File: config.mk
export PLATFORM = sky130hd
export DESIGN_NAME = dhfk_ctrl
export DESIGN_NICKNAME = d
export VERILOG_FILES = /design/src/rtl/dh_forward_kinematics_unit_assert.svh /design/src/rtl/dhfk_pkg.sv /design/src/rtl/dhfk_ctrl.sv
export SDC_FILE = /design/constraint.sdc
export NUM_CORES = 1
export LEC_CHECK = 0
export BUFFER_PORTS_ARGS = -buffer_cell sky130_fd_sc_hd__buf_2
export CAP_MARGIN = 15
export CORE_UTILIZATION = 50
export CTS_BUF_LIST = sky130_fd_sc_hd__clkbuf_2
export CTS_CLUSTER_SIZE = 28
export DETAILED_ROUTE_END_ITERATION = 10
export PLACE_DENSITY = 0.77
export SLEW_MARGIN = 20
export SYNTH_ARGS = -nofsm -noshare
export SYNTH_HDL_FRONTEND = slang
export SYNTH_SLANG_ARGS = --single-unit
export TNS_END_PERCENT = 20
File: constraint.sdc
create_clock -name clk_i -period 1.85 [get_ports clk_i]
set_clock_uncertainty 0.1 [all_clocks]
set_input_delay 0.37 -clock clk_i [delete_from_list [all_inputs] [get_ports clk_i]]
set_output_delay 0.37 -clock clk_i [all_outputs]
set_load 0.03 [all_outputs]
File: src/rtl/dh_forward_kinematics_unit_assert.svh
// Assertion macros for the DH forward kinematics unit
`ifndef DH_FORWARD_KINEMATICS_UNIT_ASSERT_SVH
`define DH_FORWARD_KINEMATICS_UNIT_ASSERT_SVH

// Property checked on every clock edge outside reset
`define DHFK_ASSERT(label, prop, msg) \
  label: assert property (@(posedge clk_i) disable iff (!rst_ni) (prop)) else $error(msg);

// Condition that must never be seen outside reset
`define DHFK_ASSERT_NEVER(label, cond, msg) \
  label: assert property (@(posedge clk_i) disable iff (!rst_ni) !(cond)) else $error(msg);

`endif

File: src/rtl/dhfk_pkg.sv
// Shared types, constants and tables for the DH forward kinematics unit
package dhfk_pkg;

  localparam int unsigned ValW = 32;
  localparam int unsigned AngW = 40;
  localparam int unsigned AccW = 66;

  localparam logic signed [AngW-1:0] Q30TwoPi  = 40'sd6746518852;
  localparam logic signed [AngW-1:0] Q30Pi     = 40'sd3373259426;
  localparam logic signed [AngW-1:0] Q30HalfPi = 40'sd1686629713;
  localparam logic signed [AngW-1:0] Q30Gain   = 40'sd652032874;
  localparam logic signed [ValW-1:0] Q24One    = 32'sd16777216;

  typedef enum logic [1:0] {
    ACT_LOAD    = 2'd0,
    ACT_DELTA   = 2'd1,
    ACT_FULL    = 2'd2,
    ACT_PARTIAL = 2'd3
  } action_e;

  typedef enum logic [3:0] {
    ST_IDLE,
    ST_FETCH,
    ST_CORD_TH_START,
    ST_CORD_TH_WAIT,
    ST_CORD_AL_START,
    ST_CORD_AL_WAIT,
    ST_LINK,
    ST_MAC,
    ST_NEXT,
    ST_OUT
  } state_e;

  // Controller to datapath
  typedef struct packed {
    logic init_t;
    logic fetch;
    logic cord_start;
    logic cord_sel_al;
    logic link_step;
    logic link_first;
    logic mac_step;
    logic out_load;
  } dp_cmd_t;

  // Datapath to controller
  typedef struct packed {
    logic cord_done;
    logic link_done;
    logic mac_done;
  } dp_sts_t;

  function automatic logic signed [AngW-1:0] atan_q30(input logic [4:0] i);
    case (i)
      5'd0: atan_q30 = 40'sd843314857;
      5'd1: atan_q30 = 40'sd497837829;
      5'd2: atan_q30 = 40'sd263043837;
      5'd3: atan_q30 = 40'sd133525159;
      5'd4: atan_q30 = 40'sd67021687;
      5'd5: atan_q30 = 40'sd33543516;
      5'd6: atan_q30 = 40'sd16775851;
      5'd7: atan_q30 = 40'sd8388437;
      5'd8: atan_q30 = 40'sd4194283;
      5'd9: atan_q30 = 40'sd2097149;
      default: atan_q30 = 40'sd1 <<< (5'd30 - i);
    endcase
  endfunction

  function automatic logic signed [ValW-1:0] sat32(input logic signed [AccW-1:0] x);
    if (x > AccW'(64'sd2147483647)) sat32 = 32'sh7fffffff;
    else if (x < -AccW'(64'sd2147483648)) sat32 = 32'sh80000000;
    else sat32 = x[ValW-1:0];
  endfunction

endpackage

File: src/rtl/dhfk_ctrl.sv
// Controller: sequences fetch, CORDIC, link build, multiply and row output
module dhfk_ctrl
  import dhfk_pkg::*;
#(
  parameter int unsigned JW = 3
) (
  input  logic          clk_i,
  input  logic          rst_ni,
  input  logic          start_i,
  input  logic [JW:0]   count_i,
  input  dp_sts_t       sts_i,
  input  logic          out_stall_i,
  output dp_cmd_t       cmd_o,
  output logic [JW-1:0] joint_o,
  output logic          busy_o,
  output logic          out_valid_o,
  output logic [1:0]    row_o
);

  state_e      state_q, state_d;
  logic [JW:0] joint_q, joint_d;
  logic [JW:0] count_q, count_d;
  logic [1:0]  row_q, row_d;
  logic [2:0]  wait_q, wait_d;

  always_ff @(posedge clk_i or negedge rst_ni) begin
    if (!rst_ni) begin
      state_q <= ST_IDLE;
      joint_q <= '0;
      count_q <= '0;
      row_q <= '0;
      wait_q <= '0;
    end else begin
      state_q <= state_d;
      joint_q <= joint_d;
      count_q <= count_d;
      row_q <= row_d;
      wait_q <= wait_d;
    end
  end

  always_comb begin
    state_d = state_q;
    joint_d = joint_q;
    count_d = count_q;
    row_d = row_q;
    wait_d = wait_q;
    cmd_o = '0;
    out_valid_o = 1'b0;
    unique case (state_q)
      ST_IDLE: begin
        if (start_i) begin
          cmd_o.init_t = 1'b1;
          joint_d = '0;
          count_d = count_i;
          state_d = ST_FETCH;
        end
      end
      ST_FETCH: begin
        // The wait covers the four reads and the read and capture registers
        if (joint_q == count_q) begin
          row_d = '0;
          state_d = ST_OUT;
        end else begin
          cmd_o.fetch = 1'b1;
          wait_d = '0;
          state_d = ST_CORD_TH_START;
        end
      end
      ST_CORD_TH_START: begin
        if (wait_q == 3'd6) begin
          cmd_o.cord_start = 1'b1;
          state_d = ST_CORD_TH_WAIT;
        end else begin
          wait_d = wait_q + 3'd1;
        end
      end
      ST_CORD_TH_WAIT: begin
        if (sts_i.cord_done) state_d = ST_CORD_AL_START;
      end
      ST_CORD_AL_START: begin
        cmd_o.cord_sel_al = 1'b1;
        cmd_o.cord_start = 1'b1;
        state_d = ST_CORD_AL_WAIT;
      end
      ST_CORD_AL_WAIT: begin
        cmd_o.cord_sel_al = 1'b1;
        if (sts_i.cord_done) begin
          state_d = ST_LINK;
          wait_d = '0;
        end
      end
      ST_LINK: begin
        cmd_o.link_step = 1'b1;
        cmd_o.link_first = (wait_q == 3'd0);
        wait_d = 3'd1;
        if (wait_q != 3'd0 && sts_i.link_done) state_d = ST_MAC;
      end
      ST_MAC: begin
        cmd_o.mac_step = 1'b1;
        if (sts_i.mac_done) state_d = ST_NEXT;
      end
      ST_NEXT: begin
        cmd_o.out_load = 1'b1;
        joint_d = joint_q + 1'b1;
        state_d = ST_FETCH;
      end
      ST_OUT: begin
        out_valid_o = 1'b1;
        if (!out_stall_i) begin
          if (row_q == 2'd2) state_d = ST_IDLE;
          row_d = row_q + 2'd1;
        end
      end
      default: state_d = ST_IDLE;
    endcase
  end

  assign joint_o = joint_q[JW-1:0];
  assign busy_o  = (state_q != ST_IDLE);
  assign row_o   = row_q;

endmodule

# Word level (Yosys, flattened, before mapping)
# Cells that the tools add are included.
[totals]
latchBits = 0
ramBits = 0
regBits = 17
input_bits = 11
output_inout_bits = 15
mem_count = 0
rom_bits = 0
elab_cells = 75
[classes]
n_div = 0
magnitude_cmp = 0
bitwise_logic = 0
n_reduce_logical = 14
shifts = 0
add_sub_neg = 3
mul = 0
eq_ne = 23
mux = 30
[ops]
columns = ["operator", "n"]
rows = [
  ["$mux 4", 10],
  ["$pmux 4 s10", 1],
  ["$ne 2x2->1 const B", 11],
  ["$eq 4x3->1 const B", 4],
  ["$pmux 3 s4", 1],
  ["$mux 1", 9],
  ["$mux 3", 3],
  ["$eq 4x2->1 const B", 2],
  ["$eq 4x4->1 const B", 2],
  ["$pmux 4 s2", 1],
  ["$reduce_and 8->1", 1],
  ["$reduce_bool 4->1", 2],
  ["$mux 2", 3],
  ["$add 4x1->4 const B", 1],
  ["$eq 4x1->1 const B", 1],
  ["$eq 4x4->1", 1],
  ["$logic_not 4->1", 1],
  ["$pmux 2 s2", 1],
  ["$reduce_and 2->1", 2],
  ["$reduce_and 4->1", 1],
  ["$reduce_bool 2->1", 2],
  ["$add 3x1->3 const B", 1],
  ["$eq 3x3->1 const B", 1],
  ["$logic_not 3->1", 1],
  ["other kinds (7)", 7],
]

# Longest topological paths before layout
# Gate-level depths: netlist of the first run.
[depth]
word_depth = 4
ltp_mapped = 6
depth_no_buf = 6

# Worst setup path after synthesis of the first run
# Ideal clock, no wire load.
[synth_timing]
kind = "flip-flop to flip-flop"
startpoint = "register state_q[1]"
endpoint = "register state_q[0]"
setup_time_ns = 0.126
path_slack_ns = -0.366
t_arrival_ns = 1.990
required_time_ns = 1.624
path_stages_with_launch = 6
cell_sequence = "dfrtp_1 > buf_6 > nor4bb_2 > a22o_2 > nor2_1 > a221o_1"
[synth_between]
elab_chain_cells = 3
[synth_lines]
columns = ["item", "line_no", "rtl"]
rows = [
  ["start, declared", "dhfk_ctrl.sv:20", "state_e state_q, state_d;"],
  ["start signal, assigned", "dhfk_ctrl.sv:34", "state_q <= state_d;"],
  ["$eq 4x4->1 (tied with other cells)", "dhfk_ctrl.sv:50", "unique case (state_q)"],
  ["$ne 2x2->1 (no line)", "-", ""],
  ["$reduce_and 8->1 (no line)", "-", ""],
]
# Several ways; a longest one is shown, not always the timed one.
# A chain may end at the register's enable or synchronous reset.

# Worst setup path after layout of the first run
[layout_timing]
startpoint = "register state_q[0]"
endpoint = "register state_q[0]"
# The elaborated chain is that of the path after synthesis.

==> flow_metrics.py, run 1 <==
metrics = {
    "finish": {
        "mostFrequentLayoutCells": "buf_4 (34), buf_2 (16), buf_6 (14)",
        "fin_cells": 210,
        "nNetsFinal": 199,
        "n_antenna_cell": 0,
        "final_common_cell": "buf_4",
        "fillers": 140,
        "drive_gt1_frac": 0.5440,
        "area_growth_syn_to_layout_pct": 51.34,
    },
    "sta": {
        "slew_violations": 0,
        "fin_ws_ps": -277.8,
        "hold_ws_ps": 174.0,
        "hold_violations": 0,
        "tns_ps": -2034,
        "finalCritPeriodShare": 1.150,
        "worst-slew-pin-transition_ps": 400.2,
        "fin_crit_ps": 2128,
        "setup_violations": 15,
        "max_freq_ghz": 0.4700,
        "slew_headroom": 0.7332,
        "grt_setup_unrepaired": "true",
    },
    "drt": {
        "totalWireLength_um": 3423,
        "vias": 1209,
        "drc": 0,
        "ant_nets": 0,
        "dr.pass1.iters": 4,
        "wl_per_cell_um": 16.30,
        "first_iter_violations": 25,
        "vias_per_cell": 5.757,
    },
    "synth": {
        "synthArstFlopShare": 1.000,
        "synth-seq-cells": 17,
        "synth_edf_count": 0,
        "ys_seq_area_frac": 0.3652,
        "synthesis.area_mm2": 0.001165,
        "avgSynthCellArea_um2": 9.548,
        "synth_nets": 138,
        "ys.flop_type": "dfrtp_1",
        "synth_cell_types": 46,
        "syn_inst": 122,
        "ys_warn_count": 0,
    },
    "placement": {
        "hpwl_um": 2155,
        "globalplace.congestion": 0.9263,
        "placed_cells": 192,
        "place_ws_ps": -234.8,
        "port_buffers": 25,
    },
    "die": {
        "core_area_mm2": 0.002212,
        "initial_utilization": 0.5266,
        "die_area_mm2": 0.002527,
        "ioPinCount": 26,
        "die_w_um": 50.27,
        "die_h_um": 50.27,
        "rows": 17,
    },
    "worst_setup_path": {
        "critPathLaunch": "state_q[0]",
        "worst-path-max-fanout": 6,
        "crit_end": "state_q[0]",
        "worst-r2r-cell-count": 5,
        "r2r-start": "state_q[0]",
        "reg2reg_slack_ps": -280,
        "crit_type": "reg2reg",
        "cp.arrival_ps": 2240,
        "end_kind": "flop",
        "r2r_end": "state_q[0]",
        "cp.required_ps": 1960,
        "start_kind": "flop",
    },
    "min_path": {
        "hold_start": "count_i[2]",
        "hold_class": "in2reg",
    },
    "grt": {
        "antenna_found_initial": 0,
        "grt_overflow": 0,
        "track_usage": 0.2839,
        "grt_max_degree": 18,
        "grt_pass1_vias": 1138,
        "grt_pass1_wl_um": 5271,
    },
    "clock_network": {
        "cts-root-buf": "clkbuf_2",
        "clk_latency_ps": 310,
        "cts-buffers-inserted": 3,
        "htree_num_levels": 1,
        "cts_tree": "built",
        "cts_buffer_depth": 2,
        "cts.sinks": 17,
        "clk_pin_slew_worst_paths_ps": 180,
    },
    "pwr": {
        "ir_worst_vdd_uv": 1178,
        "power_uw": 2972,
        "powerDensity_mw_per_mm2": 1686,
        "p_leak_uw": 0.0008786,
    },
    "run_status": {
        "status": "finished, violations left",
        "violations": "setup timing",
    },
    "flow_run": {
        "maxCapViolCount": 0,
    },
}
-- final cells by class --
type                            instances  area [µm²]  share of cell area
Clock buffer                            3       15.01            0.008517
Clock inverter                          1       5.005            0.002839
Inverter                                8       35.03             0.01987
Multi-Input combinational cell         88       739.5              0.4194
Sequential cell                        17       430.4              0.2441
Tap cell                               28       35.03             0.01987
Timing Repair Buffer                   65       503.0              0.2853
-- critical path, stage by stage, from the launching register on --
cell and delay, ps:
dfrtp_2 490, buf_2 170, nor3b_1 150, a22o_2 250
or4b_4 540, a221o_1 340
-- synth_stat cells, types with 2 or more instances --
| cell type | n | area, µm² |
|---|---|---|
| buf_4 | 3 | 22.52 |
| xor2_1 | 6 | 52.55 |
| nor4_1 | 2 | 12.51 |
| buf_2 | 3 | 15.01 |
| nor2b_1 | 2 | 12.51 |
| nand2b_1 | 5 | 31.28 |
| mux2_2 | 5 | 56.30 |
| nor3_1 | 4 | 20.02 |
| inv_1 | 7 | 26.28 |
| a21oi_1 | 2 | 10.01 |
| ha_1 | 5 | 62.56 |
| mux2i_1 | 2 | 20.02 |
| o21ai_0 | 3 | 15.01 |
| clkbuf_1 | 2 | 7.510 |
| nor2_1 | 6 | 22.52 |
| o21ai_1 | 7 | 35.03 |
| nand3_1 | 5 | 25.02 |
| dfrtp_1 | 17 | 425.4 |
| nand2_1 | 9 | 33.78 |
-- what timing repair did --
action                                  4_1_cts  5_1_grt
pin swaps                                     5        6
buffers inserted                              8        5
hold buffers                                  1        0
endpoints found under the hold margin        17        0
resized for setup                            42        6
endpoints found under the setup margin       16       16
-- per-layer routing --
metal	vias to the layer above	global-route usage	wire length (µm)
li1	557	-	-
met4	0	0.1095	61
met5	-	0	0
met3	12	0.06061	197
met1	586	0.3333	1394
met2	54	0.4978	1770
-- metrics by stage --
step	cell area, µm²	util
finish	1763	0.7969
global route	1763	0.7969
CTS	1698	0.7675
detailed placement	1473	0.6657
global placement	1473	0.6657
floorplan	1174	-
-- cell families (layout without fill, tap and decap cells) --
logic type | after synthesis | count (layout) | synth area share
buffers and inverters | 17 | 77 | 0.07411
multiplexers | 7 | 7 | 0.06552
flip-flops | 17 | 17 | 0.3652
AO/OA/AOI/OAI | 24 | 24 | 0.1450
XOR/XNOR | 6 | 6 | 0.04511
adder cells (fa/ha/maj) | 5 | 5 | 0.05371
AND/OR/NAND/NOR | 46 | 46 | 0.2513
-- sequential cells by signal, indices dropped and copies added (netlist names) --
register / cells
state_q: 4
joint_q: 4
wait_q: 3
count_q: 4
row_o: 2
-- power by group --
group	switching, µW	leakage, µW	internal, µW	total, µW
Sequential	125	0.000217	509	634
Combinational	1080	0.000646	1080	2160
Clock	128	0.0000164	49.0	177
-- worst min-delay path by stage --
stage,to,slack [ps],cells after the start
6_report,count_q[2],170,2
5_1_grt,count_q[2],160,2
4_1_cts,count_q[2],180,2
3_5_place_dp,row_o[0],220,1
3_3_place_gp,row_o[0],220,1
2_1_floorplan,count_q[0],-30,0
Note: power is estimated with default switching activity, not from simulation.
==> run 2, diff against run 1 <==
--- a/config.mk
+++ b/config.mk
@@ -17,3 +17,2 @@
 export SYNTH_HDL_FRONTEND = slang
 export SYNTH_SLANG_ARGS = --single-unit
-export TNS_END_PERCENT = 20
--- a/constraint.sdc
+++ b/constraint.sdc
@@ -3,3 +3,3 @@
 set_input_delay 0.37 -clock clk_i [delete_from_list [all_inputs] [get_ports clk_i]]
 set_output_delay 0.37 -clock clk_i [all_outputs]
-set_load 0.03 [all_outputs]
+set_load 0.05 [all_outputs]
==> flow_metrics.py, run 2 (synthesis gave the netlist of run 1 again) <==
metrics = {
    "placement": {
        "hpwl_um": 2208,
        "placed_cells": 196,
        "port_buffers": 25,
        "globalplace.congestion": 0.9208,
        "placedInstanceArea_mm2": 0.001558,
    },
    "worst_setup_path": {
        "reg2reg_slack_ps": -360,
        "path_cells": "xor2_1, nor4_1, buf_4, nor4_4, buf_6",
        "path_delay_family": "simple AND/OR/NAND/NOR gates",
        "worst_path_largest_cell_delay_ps": 480,
        "slowest_stage": "nor4_1",
        "worst-path-buf-inv": 2,
        "r2r-start": "state_q[2]",
        "cp.arrival_ps": 1840,
        "worst-path-max-fanout": 2,
        "end_kind": "output port",
        "start_kind": "flop",
        "cp.required_ps": 1380,
        "crit_type": "reg2out",
        "r2r_end": "state_q[0]",
        "worst-r2r-cell-count": 5,
    },
    "sta": {
        "worst-slew-pin-transition_ps": 483.0,
        "tns_ps": -4122,
        "grt_setup_unrepaired": "true",
        "finalCritPeriodShare": 1.247,
        "max_freq_ghz": 0.4336,
        "fin_ws_ps": -456.1,
        "setup_violations": 19,
        "slew_violations": 0,
        "hold_violations": 0,
        "fin_crit_ps": 2306,
        "slew_headroom": 0.6750,
    },
    "die": {
        "rows": 17,
        "initial_utilization": 0.5266,
        "die_h_um": 50.27,
        "core_area_mm2": 0.002212,
        "ioPinCount": 26,
        "die_w_um": 50.27,
        "die_area_mm2": 0.002527,
    },
    "finish": {
        "n_antenna_cell": 0,
        "fin_cells": 224,
        "biggestRegsByFlops": "count_q (4), joint_q (4), state_q (4)",
        "final_common_cell": "buf_4",
        "fin_util": 0.9021,
        "drive_gt1_frac": 0.6378,
        "area_growth_syn_to_layout_pct": 71.32,
        "design_area_mm2": 0.001996,
        "nNetsFinal": 213,
        "mostFrequentLayoutCells": "buf_4 (40), buf_2 (15), buf_6 (15)",
    },
    "clock_network": {
        "cts-buffers-inserted": 3,
        "cts_buffer_depth": 2,
        "clk_latency_ps": 320,
        "cts-root-buf": "clkbuf_2",
        "clk_pin_slew_worst_paths_ps": 150,
        "cts.sinks": 17,
        "cts_tree": "built",
        "htree_num_levels": 1,
    },
    "drt": {
        "ant_nets": 0,
        "dr.pass1.iters": 4,
        "first_iter_violations": 48,
        "totalWireLength_um": 4623,
        "wl_per_cell_um": 20.64,
        "vias_per_cell": 6.022,
        "vias": 1349,
        "drc": 0,
    },
    "min_path": {
        "hold_start": "count_i[0]",
        "min_to": "count_q[0]",
        "hold_class": "in2reg",
        "hold_depth": 2,
    },
    "grt": {
        "grt_max_degree": 18,
        "grt_overflow": 0,
        "track_usage": 0.3318,
        "grt_pass1_vias": 1239,
        "antenna_found_initial": 0,
        "grt_pass1_wl_um": 6120,
    },
    "pwr": {
        "ir_worst_vdd_uv": 1779,
        "p_leak_uw": 0.0009688,
        "power_uw": 3766,
        "powerDensity_mw_per_mm2": 1887,
    },
    "run_status": {
        "violations": "setup timing",
        "status": "finished, violations left",
    },
    "flow_run": {
        "maxCapViolCount": 0,
    },
}
run 2: changes by cell type in the layout (fill, tap and decap cells not counted), moves of 2 or more:
cell,before,now
nor3_4,0,2
dfrtp_1,13,10
buf_8,0,8
dfrtp_2,4,7
buf_4,34,40
nor3_2,2,0
inv_1,6,4
run 2: per-stage QoR:
step,hold slack (ps),setup slack [ps]
4_1_cts,181.7,-285.1
2_1_floorplan,-25.59,-239.6
5_1_grt,157.5,-519.7
3_3_place_gp,210.5,-167.2
3_5_place_dp,208.8,-201.6
6_report,171.3,-456.1
run 2: power by group:
group / internal [µW] / switching [µW]
clock: 57.1 / 115
combinational: 1440 / 1480
sequential: 512 / 160
run 2: repair_timing:
action / CTS / global route
cloned: 0 / 0
pin swaps: 7 / 4
hold buffers: 1 / 0
endpoints found under the setup margin: 16 / 16
gates resized for setup: 43 / 24
endpoints found under the hold margin: 17 / 0
buffers inserted: 13 / 10
run 2: area by class of cell:
class                      instances  area (µm²)
tap                               28       35.03
fill                              90       216.5
clock buffer                       4       20.02
sequential                        17       434.2
multi-input combinational         88       795.8
inverter                           8       36.28
timing repair buffer              79       674.4
run 2: how the worst max path moves through the flow:
| stage | startpoint | endpoint | slack [ps] | depth (start not counted) |
|---|---|---|---|---|
| after detailed placement | state_q[1] | state_q[0] | -200 | 5 |
| after floorplan | state_q[1] | state_q[0] | -240 | 5 |
| after global routing | count_q[1] | cmd_o[6] | -520 | 5 |
| final | count_q[1] | cmd_o[6] | -460 | 5 |
| after global placement | state_q[1] | state_q[0] | -170 | 5 |
| after CTS | state_q[2] | cmd_o[0] | -290 | 4 |
run 2: per-layer routing:
layer | wire, µm | global-route usage | share of wire | vias to the layer above
li1 | - | - | - | 585
met5 | 0 | 0 | 0 | -
met2 | 2379 | 0.5667 | 0.51 | 60
met1 | 1775 | 0.4227 | 0.38 | 678
met3 | 233 | 0.06970 | 0.050 | 26
met4 | 235 | 0.08571 | 0.051 | 0
==> run 3, diff against run 2 <==
==> constraint.sdc (replaced) <==
create_clock -name clk_i -period 1.85 [get_ports clk_i]
set_clock_uncertainty 0.1 [all_clocks]
set_input_delay 0.0925 -clock clk_i [delete_from_list [all_inputs] [get_ports clk_i]]
set_output_delay 0.0925 -clock clk_i [all_outputs]
set_load 0.05 [all_outputs]
==> flow_metrics.py, run 3 (synthesis gave the netlist of run 1 again) <==
metrics = {
    "worst_setup_path": {
        "r2r-start": "wait_q[0]",
        "end_kind": "flop",
        "cp.required_ps": 1970,
        "start_kind": "flop",
        "cp.arrival_ps": 2150,
        "reg2reg_slack_ps": -180,
        "worst-path-max-fanout": 3,
        "r2r_end": "state_q[0]",
        "crit_type": "reg2reg",
        "worst-r2r-cell-count": 6,
    },
    "grt": {
        "grt_pass1_wl_um": 4726,
        "grt_overflow": 0,
        "grt_max_degree": 18,
        "track_usage": 0.2508,
        "grt_pass1_vias": 1099,
        "antenna_found_initial": 0,
    },
    "finish": {
        "area_growth_syn_to_layout_pct": 56.82,
        "mostFrequentLayoutCells": "buf_4 (37), buf_2 (21), dfrtp_1 (11)",
        "fin_util": 0.8258,
        "final_common_cell": "buf_4",
        "nNetsFinal": 206,
        "biggestRegsByFlops": "count_q (4), joint_q (4), state_q (4)",
        "n_antenna_cell": 0,
        "drive_gt1_frac": 0.5714,
    },
    "drt": {
        "vias": 1183,
        "ant_nets": 0,
        "drc": 0,
        "wl_per_cell_um": 15.03,
        "first_iter_violations": 19,
        "vias_per_cell": 5.452,
        "dr.pass1.iters": 4,
        "totalWireLength_um": 3261,
    },
    "die": {
        "die_h_um": 50.27,
        "die_area_mm2": 0.002527,
        "core_area_mm2": 0.002212,
        "ioPinCount": 26,
        "rows": 17,
        "initial_utilization": 0.5266,
        "die_w_um": 50.27,
    },
    "clock_network": {
        "htree_num_levels": 1,
        "cts_tree": "built",
        "cts_buffer_depth": 2,
        "clk_latency_ps": 310,
        "cts-buffers-inserted": 3,
        "cts.sinks": 17,
        "cts-root-buf": "clkbuf_2",
        "clk_pin_slew_worst_paths_ps": 200,
    },
    "flow_run": {
        "maxCapViolCount": 0,
    },
    "pwr": {
        "ir_worst_vdd_uv": 1308,
        "powerDensity_mw_per_mm2": 1706,
        "p_leak_uw": 0.0009118,
    },
    "run_status": {
        "status": "finished, violations left",
        "violations": "setup timing",
    },
    "placement": {
        "hpwl_um": 2115,
        "place_ws_ps": -239.3,
        "globalplace.congestion": 0.8469,
        "port_buffers": 25,
    },
    "sta": {
        "max_freq_ghz": 0.4918,
        "hold_violations": 0,
        "worst-slew-pin-transition_ps": 412.4,
        "grt_setup_unrepaired": "true",
        "fin_ws_ps": -183.4,
        "fin_crit_ps": 2033,
        "slew_violations": 0,
        "slew_headroom": 0.7244,
        "setup_violations": 7,
        "finalCritPeriodShare": 1.099,
    },
    "min_path": {
        "hold_start": "out_stall_i",
        "hold_class": "in2reg",
        "min_to": "row_o[1]",
        "hold_depth": 3,
    },
}
-- run 3: per-stage QoR --
step | std cells | power [µW] | cell area, µm² | setup TNS (ps) | hold WS, ps
2_1_floorplan | 122 | 1921 | 1214 | -662.3 | -303.1
6_report | 217 | 3117 | 1827 | -642.3 | 19.07
3_5_place_dp | 189 | 2488 | 1490 | -1082 | -56.95
3_3_place_gp | 189 | 2432 | 1490 | -566.5 | -63.81
4_1_cts | 205 | 2875 | 1684 | -527.2 | 16.44
5_1_grt | 217 | 3269 | 1827 | -1243 | 35.12
-- run 3: final cells by class --
cell class / count / area (µm²)
repair buffers: 72 / 541.8
clock inverters: 1 / 5.005
well taps: 28 / 35.03
inverters: 8 / 35.03
flip-flops and latches: 17 / 432.9
fillers: 133 / 385.4
multi-input cells: 88 / 762.0
clock buffers: 3 / 15.01
-- run 3: power breakdown --
group | switching, µW | internal, µW | total [µW]
Combinational | 1200 | 1080 | 2280
Clock | 137 | 49.0 | 186
Sequential | 144 | 512 | 655
-- run 3: worst max path at each step --
| stage | slack [ps] | to | start | cells after the start |
|---|---|---|---|---|
| after detailed placement | -240 | state_q[0] | state_q[1] | 5 |
| after global placement | -170 | state_q[0] | state_q[1] | 4 |
| after CTS | -170 | state_q[0] | state_q[1] | 5 |
| final | -180 | state_q[0] | wait_q[0] | 6 |
| after global routing | -230 | state_q[0] | state_q[1] | 5 |
| after floorplan | -240 | state_q[0] | state_q[1] | 5 |
-- run 3: timing repair --
action,in CTS,in global routing
hold buffers,5,0
resized for setup,23,15
endpoints found under the setup margin,19,14
hold endpoints to repair,21,0
pin swaps,1,3
setup buffers,7,12
-- run 3: metal layers --
| layer | part of all wire | vias up | global-route usage | wire length, µm |
|---|---|---|---|---|
| met2 | 0.52 | 35 | 0.4422 | 1696 |
| met1 | 0.43 | 570 | 0.3083 | 1388 |
| met5 | 0 | - | 0 | 0 |
| li1 | - | 568 | - | - |
| met3 | 0.039 | 10 | 0.03333 | 127 |
| met4 | 0.015 | 0 | 0.09048 | 49 |
-- run 3: worst max-delay path: stages, from the launching register on --
cell	delay, ps
dfrtp_1	430
inv_2	80
ha_2	170
nand2_1	90
a22o_4	240
or4b_4	520
a221o_1	320
